**src/hdl/bfgcm_pkg.sv**
```systemverilog
package bfgcm_pkg;

  localparam int ROUNDS     = 16;
  localparam int P_WORDS    = ROUNDS + 2;
  localparam int P_IDX_W    = $clog2(P_WORDS);
  localparam int RND_W      = $clog2(ROUNDS);
  localparam int SBOX_DEPTH = 256;
  localparam int SBOX_NUM   = 4;
  localparam int S_WORDS    = SBOX_NUM * SBOX_DEPTH;
  localparam int MUL_BITS   = 4;
  localparam int MUL_CYC    = 64 / MUL_BITS;
  localparam int MUL_CNT_W  = $clog2(MUL_CYC);

  localparam logic [63:0] GF_POLY_LOW = 64'h1b;

  localparam logic [1:0] KIND_LOAD   = 2'd0;
  localparam logic [1:0] KIND_START  = 2'd1;
  localparam logic [1:0] KIND_DATA   = 2'd2;
  localparam logic [1:0] KIND_FINISH = 2'd3;

  localparam logic [1:0] SRC_ZERO  = 2'd0;
  localparam logic [1:0] SRC_CTR   = 2'd1;
  localparam logic [1:0] SRC_NONCE = 2'd2;

  typedef struct packed {
    logic             cap;
    logic             bf_init;
    logic [1:0]       bf_src;
    logic             bf_a;
    logic             bf_b;
    logic             bf_end;
    logic [RND_W-1:0] round;
    logic             mul_init;
    logic             mul_step;
    logic             commit;
    logic             out_load;
  } cmd_t;

endpackage

```
**src/hdl/bfgcm_ctrl.sv**
```systemverilog
module bfgcm_ctrl (
  input  logic              clk,
  input  logic              rst_n,
  input  logic              in_valid,
  output logic              in_ready,
  input  logic [1:0]        in_kind,
  input  logic [3:0]        in_valid_bytes,
  output logic              out_valid,
  input  logic              out_ready,
  output bfgcm_pkg::cmd_t   cmd
);

  localparam logic [2:0] S_IDLE   = 3'd0;
  localparam logic [2:0] S_BFA    = 3'd1;
  localparam logic [2:0] S_BFB    = 3'd2;
  localparam logic [2:0] S_BFEND  = 3'd3;
  localparam logic [2:0] S_MULI   = 3'd4;
  localparam logic [2:0] S_MUL    = 3'd5;
  localparam logic [2:0] S_COMMIT = 3'd6;

  logic [2:0]                          state_r, state_nxt;
  logic [1:0]                          kind_r, kind_nxt;
  logic [bfgcm_pkg::RND_W-1:0]         rnd_r, rnd_nxt;
  logic [bfgcm_pkg::MUL_CNT_W-1:0]     mcnt_r, mcnt_nxt;
  logic                                ov_r, ov_nxt;
  logic                                acc;

  assign in_ready  = (state_r == S_IDLE);
  assign acc       = in_valid && in_ready;
  assign out_valid = ov_r;

  always_comb begin
    state_nxt = state_r;
    kind_nxt  = kind_r;
    rnd_nxt   = rnd_r;
    mcnt_nxt  = mcnt_r;
    ov_nxt    = ov_r && !out_ready;
    cmd       = '0;
    cmd.round = rnd_r;
    case (state_r)
      S_IDLE: begin
        if (acc) begin
          cmd.cap  = 1'b1;
          kind_nxt = in_kind;
          rnd_nxt  = '0;
          case (in_kind)
            bfgcm_pkg::KIND_START: begin
              cmd.bf_init = 1'b1;
              cmd.bf_src  = bfgcm_pkg::SRC_ZERO;
              state_nxt   = S_BFA;
            end
            bfgcm_pkg::KIND_DATA: begin
              if (in_valid_bytes != 4'd0) begin
                cmd.bf_init = 1'b1;
                cmd.bf_src  = bfgcm_pkg::SRC_CTR;
                state_nxt   = S_BFA;
              end
            end
            bfgcm_pkg::KIND_FINISH: begin
              cmd.bf_init = 1'b1;
              cmd.bf_src  = bfgcm_pkg::SRC_NONCE;
              state_nxt   = S_BFA;
            end
            default: ;
          endcase
        end
      end
      S_BFA: begin
        cmd.bf_a  = 1'b1;
        state_nxt = S_BFB;
      end
      S_BFB: begin
        cmd.bf_b = 1'b1;
        if (rnd_r == bfgcm_pkg::RND_W'(bfgcm_pkg::ROUNDS - 1)) begin
          state_nxt = S_BFEND;
        end else begin
          rnd_nxt   = rnd_r + 1'b1;
          state_nxt = S_BFA;
        end
      end
      S_BFEND: begin
        cmd.bf_end = 1'b1;
        state_nxt  = (kind_r == bfgcm_pkg::KIND_START) ? S_COMMIT : S_MULI;
      end
      S_MULI: begin
        cmd.mul_init = 1'b1;
        mcnt_nxt     = '0;
        state_nxt    = S_MUL;
      end
      S_MUL: begin
        cmd.mul_step = 1'b1;
        if (mcnt_r == bfgcm_pkg::MUL_CNT_W'(bfgcm_pkg::MUL_CYC - 1)) begin
          state_nxt = S_COMMIT;
        end else begin
          mcnt_nxt = mcnt_r + 1'b1;
        end
      end
      S_COMMIT: begin
        if (kind_r == bfgcm_pkg::KIND_START) begin
          cmd.commit = 1'b1;
          state_nxt  = S_IDLE;
        end else if (!ov_r || out_ready) begin
          // The result register is free or drains in this cycle.
          cmd.commit   = 1'b1;
          cmd.out_load = 1'b1;
          ov_nxt       = 1'b1;
          state_nxt    = S_IDLE;
        end
      end
      default: state_nxt = S_IDLE;
    endcase
  end

  always_ff @(posedge clk) begin
    if (!rst_n) begin
      state_r <= S_IDLE;
      kind_r  <= bfgcm_pkg::KIND_LOAD;
      rnd_r   <= '0;
      mcnt_r  <= '0;
      ov_r    <= 1'b0;
    end else begin
      state_r <= state_nxt;
      kind_r  <= kind_nxt;
      rnd_r   <= rnd_nxt;
      mcnt_r  <= mcnt_nxt;
      ov_r    <= ov_nxt;
    end
  end

endmodule

```
**config.mk**
```make
export PLATFORM = sky130hd
export DESIGN_NAME = bfgcm_ctrl
export DESIGN_NICKNAME = d
export VERILOG_FILES = /design/src/hdl/bfgcm_pkg.sv /design/src/hdl/bfgcm_ctrl.sv
export SDC_FILE = /design/constraint.sdc
export NUM_CORES = 1
export LEC_CHECK = 0
export ABC_AREA = 1
export BUFFER_PORTS_ARGS = -buffer_cell sky130_fd_sc_hd__buf_2
export CORE_MARGIN = 2
export CORE_UTILIZATION = 52
export CTS_BUF_LIST = sky130_fd_sc_hd__clkbuf_4
export CTS_CLUSTER_DIAMETER = 80
export DETAILED_ROUTE_END_ITERATION = 10
export GPL_TIMING_DRIVEN = 0
export PLACE_DENSITY = 0.81
export SYNTH_ARGS = -nofsm -noshare
export SYNTH_HDL_FRONTEND = slang
export SYNTH_SLANG_ARGS = --single-unit
export TNS_END_PERCENT = 1
```
**constraint.sdc**
```tcl
create_clock -name clk -period 1.56 [get_ports clk]
set_input_delay 0.078 -clock clk [delete_from_list [all_inputs] [get_ports clk]]
set_output_delay 0.078 -clock clk [all_outputs]
set_load 0.05 [all_outputs]
```
==> run metrics <==
status completed; vias in the first global route 785; DP Wirelength 1400 um; Slew Viols, Final 0; Comb pwr share between 60% and 70%; switch share between 50% and 60%; NetSw ~1.3 mW; worst endpoint data arrival time 1.39 ns; Top FF cell, synth dfxtp_1; chip height 44.6 um; vias 866; Final Setup Violations 0; crit path time final 1.47 ns; Post-synth EDFFs 0; # clock sinks 14; unrepaired setup endpoints after global routing true; port bufs 25; mux share of post-synthesis cell area 0%; # H-tree levels 1; Mapped Cells 129; Max Cap Viol 0; Area growth syn-to-layout 24.6%; Top delay family on crit path simple AND/OR/NAND/NOR gates; clock network power share 9.1%; CTS root buf clkbuf_4; Synth async-reset ratio 0%; CP max stage cell dfxtp_4; CP Capture Type output pin; Pint between 0.9 and 1 mW; Initial Util 56.2%; row count 14; DRC violations left 0; Yosys top cell by area dfxtp_1; GRT Total Usage between 20% and 30%; 1st-pass router iterations 2; TritonCTS clock tree yes; Worst Setup Slack, final between 0.09 and 0.1 ns; post-synthesis xor/xnor area fraction 0%; Cell Pwr Density 2170 nW/um^2; die area 1990 sq um; largest family of logic cells by synthesized area simple AND/OR/NAND/NOR gates; Clock Tree Buf Depth 2; Hold Crit Start in_kind[1]; Simple-Gate Fraction of Synth Area 42.4%; antenna violations before repair 0; yosys warns 0; WP buf/inv 3; Post-Synth Adder-Cell Area 2.92%; clk_lat worst skew 0.28 ns; Startpoint Class register; Reg-to-Reg Start mcnt_r[0]; Yosys reg bits 14; largest net degree at the start of global routing 11; syn avg cell area 6.63 sq um; synthesized net count 141; Final Util roughly 70%; TritonCTS buffer count 3; drt total wl 1760 um; pre-CTS setup slack ~0.22 ns; leading post-synthesis cells by cell area dfxtp_1 33%, nand2_1 13%, nor2_1 9.6%; Filler Cell Count 136; slowest stage delay, CP 0.38 ns; Tightest Pin Transition 0.248 ns; nets 171; CP cell instances nor2_4 > nand2_4 > inv_2 > nand2_4 > inv_2 > nand2_1 > nor2_2 > buf_6; Hold Path Class in2reg; share of cells above drive strength 1 34.2%; storage element area ~290 sq um; # Post-CTS Setup Buffers 0; sequential fraction of the synthesis area 32.7%; CP Max Fanout 7; worst clock skew roughly 0.0033 ns; Avg Vias per Cell 4.98; Leak 0.553 nW; Final Hold Slack ~0.093 ns; gr ovfl total 0; Die X 44.6 um; initial DRC count 6; Worst Path Required 1.48 ns; Setup crit start state_r[2]; Fmax approximately 680 MHz; cell with the most instances after synthesis nand2_1; Compound-Gate Fraction of Synth Area 12.6%; RePlAce Congestion slightly above 0.8; Netlist cell types 23; first-pass GRT wire length 3200 um; Final ANT Viol Nets 0; Multi-input gate area 510 sq um; hold buffers post-CTS 0; part of the cycle the worst path needs 94.2%; IO Pins 27; Yosys top cell area share 32.7%; Seq pwr share a little over a quarter; worst vdd ir 0.00162 V; Synth top cells by count 29 x nand2_1, 22 x nor2_1, 14 x dfxtp_1, 14 x inv_1, 10 x a21oi_1; Worst-path clk slew 0.09 ns; core footprint approximately 1500 sq um; count of final hold-check violations 0; Synth Cell Area between 800 and 900 sq um; relative slew slack 83.4%; Inserted Diodes 0; setup TNS 0 ns; class of the most critical setup path reg2out; Routed WL per cell 10.1 um
-- worst paths after layout --
kind                end  slack (ns)  depth (start not counted)
max             cmd[12]        0.09                          8
min           kind_r[1]        0.09                          3
max reg2reg  state_r[0]        0.23                          8
min reg2reg   kind_r[0]        0.46                          2
-- per-layer routing --
layer	vias to the layer above	share of wire, %	track usage, %
met4	0	0.34	3.03
met3	2	4.4	7.76
met2	15	50	37.4
li1	461	-	-
met1	388	45	25.4
met5	-	0	0
-- state kept, by name, summed over array words and instances, names as in the netlist --
signal / flops
rnd_r: 4
out_valid: 1
kind_r: 2
mcnt_r: 4
state_r: 3
-- cells by family (layout without fill, tap and decap cells) --
kind of cell	Yosys count	after routing
buffers and inverters	21	50
adders and majority gates	2	2
AOI/OAI and AO/OA	19	19
and+or+nand+nor	73	73
DFF	14	14
-- timing repair --
action / CTS / global route
gates resized for setup: 4 / 9
endpoints found under the setup margin: 3 / 5
pin swaps: 0 / 1
-- layout by cell type, fill, tap and decap left out --
cell type	Yosys	routed
clkinv_1	0	1
nand2_1	29	29
buf_2	1	21
nand3_2	2	2
buf_6	0	1
and2_4	1	1
clkbuf_4	0	6
nand4_1	1	1
dfxtp_4	0	2
nand2_4	4	4
o21a_1	1	1
a21boi_1	0	1
inv_2	6	6
nor3_2	2	3
inv_1	14	14
o211a_1	1	1
buf_4	0	1
nor2_4	1	2
nand3_1	6	6
o21ai_0	5	5
nor2_1	22	20
ha_1	2	2
nor2_2	3	4
a21oi_1	10	10
dfxtp_1	14	12
o31ai_1	1	1
nand2_2	1	1
-- worst reg2reg max path: stages, from the launching register on --
cell	delay, ns
dfxtp_1	0.34
ha_1	0.23
nand3_1	0.11
inv_1	0.04
nor2_1	0.18
nor2_4	0.05
nand3_2	0.11
and2_4	0.15
nor2_2	0.03
-- power groups by stage --
stage          clock (mW)  sequential, mW  combinational (mW)
2_1_floorplan           0           0.665                1.11
3_3_place_gp            0           0.580                1.43
3_5_place_dp            0           0.583                1.48
4_1_cts             0.217           0.590                1.49
5_1_grt             0.234           0.621                1.66
6_report            0.211           0.604                1.50
-- metrics by stage --
step	instance area (sq um)	total power, mW	std cells
2_1_floorplan	863	1.78	129
3_3_place_gp	1010	2.01	170
3_5_place_dp	1010	2.06	170
4_1_cts	1040	2.30	174
5_1_grt	1070	2.52	174
6_report	1070	2.32	174
-- final cells by class --
cell class | instances | share of cell area (%)
plain buffers | 1 | 0.469
clock buffers | 3 | 2.11
clock inverters | 1 | 0.352
inverters | 20 | 7.04
multi-input cells | 94 | 47.9
flip-flops and latches | 14 | 27.0
well taps | 16 | 1.88
repair buffers | 25 | 13.3
No activity file was read; power rests on OpenSTA's default activity.
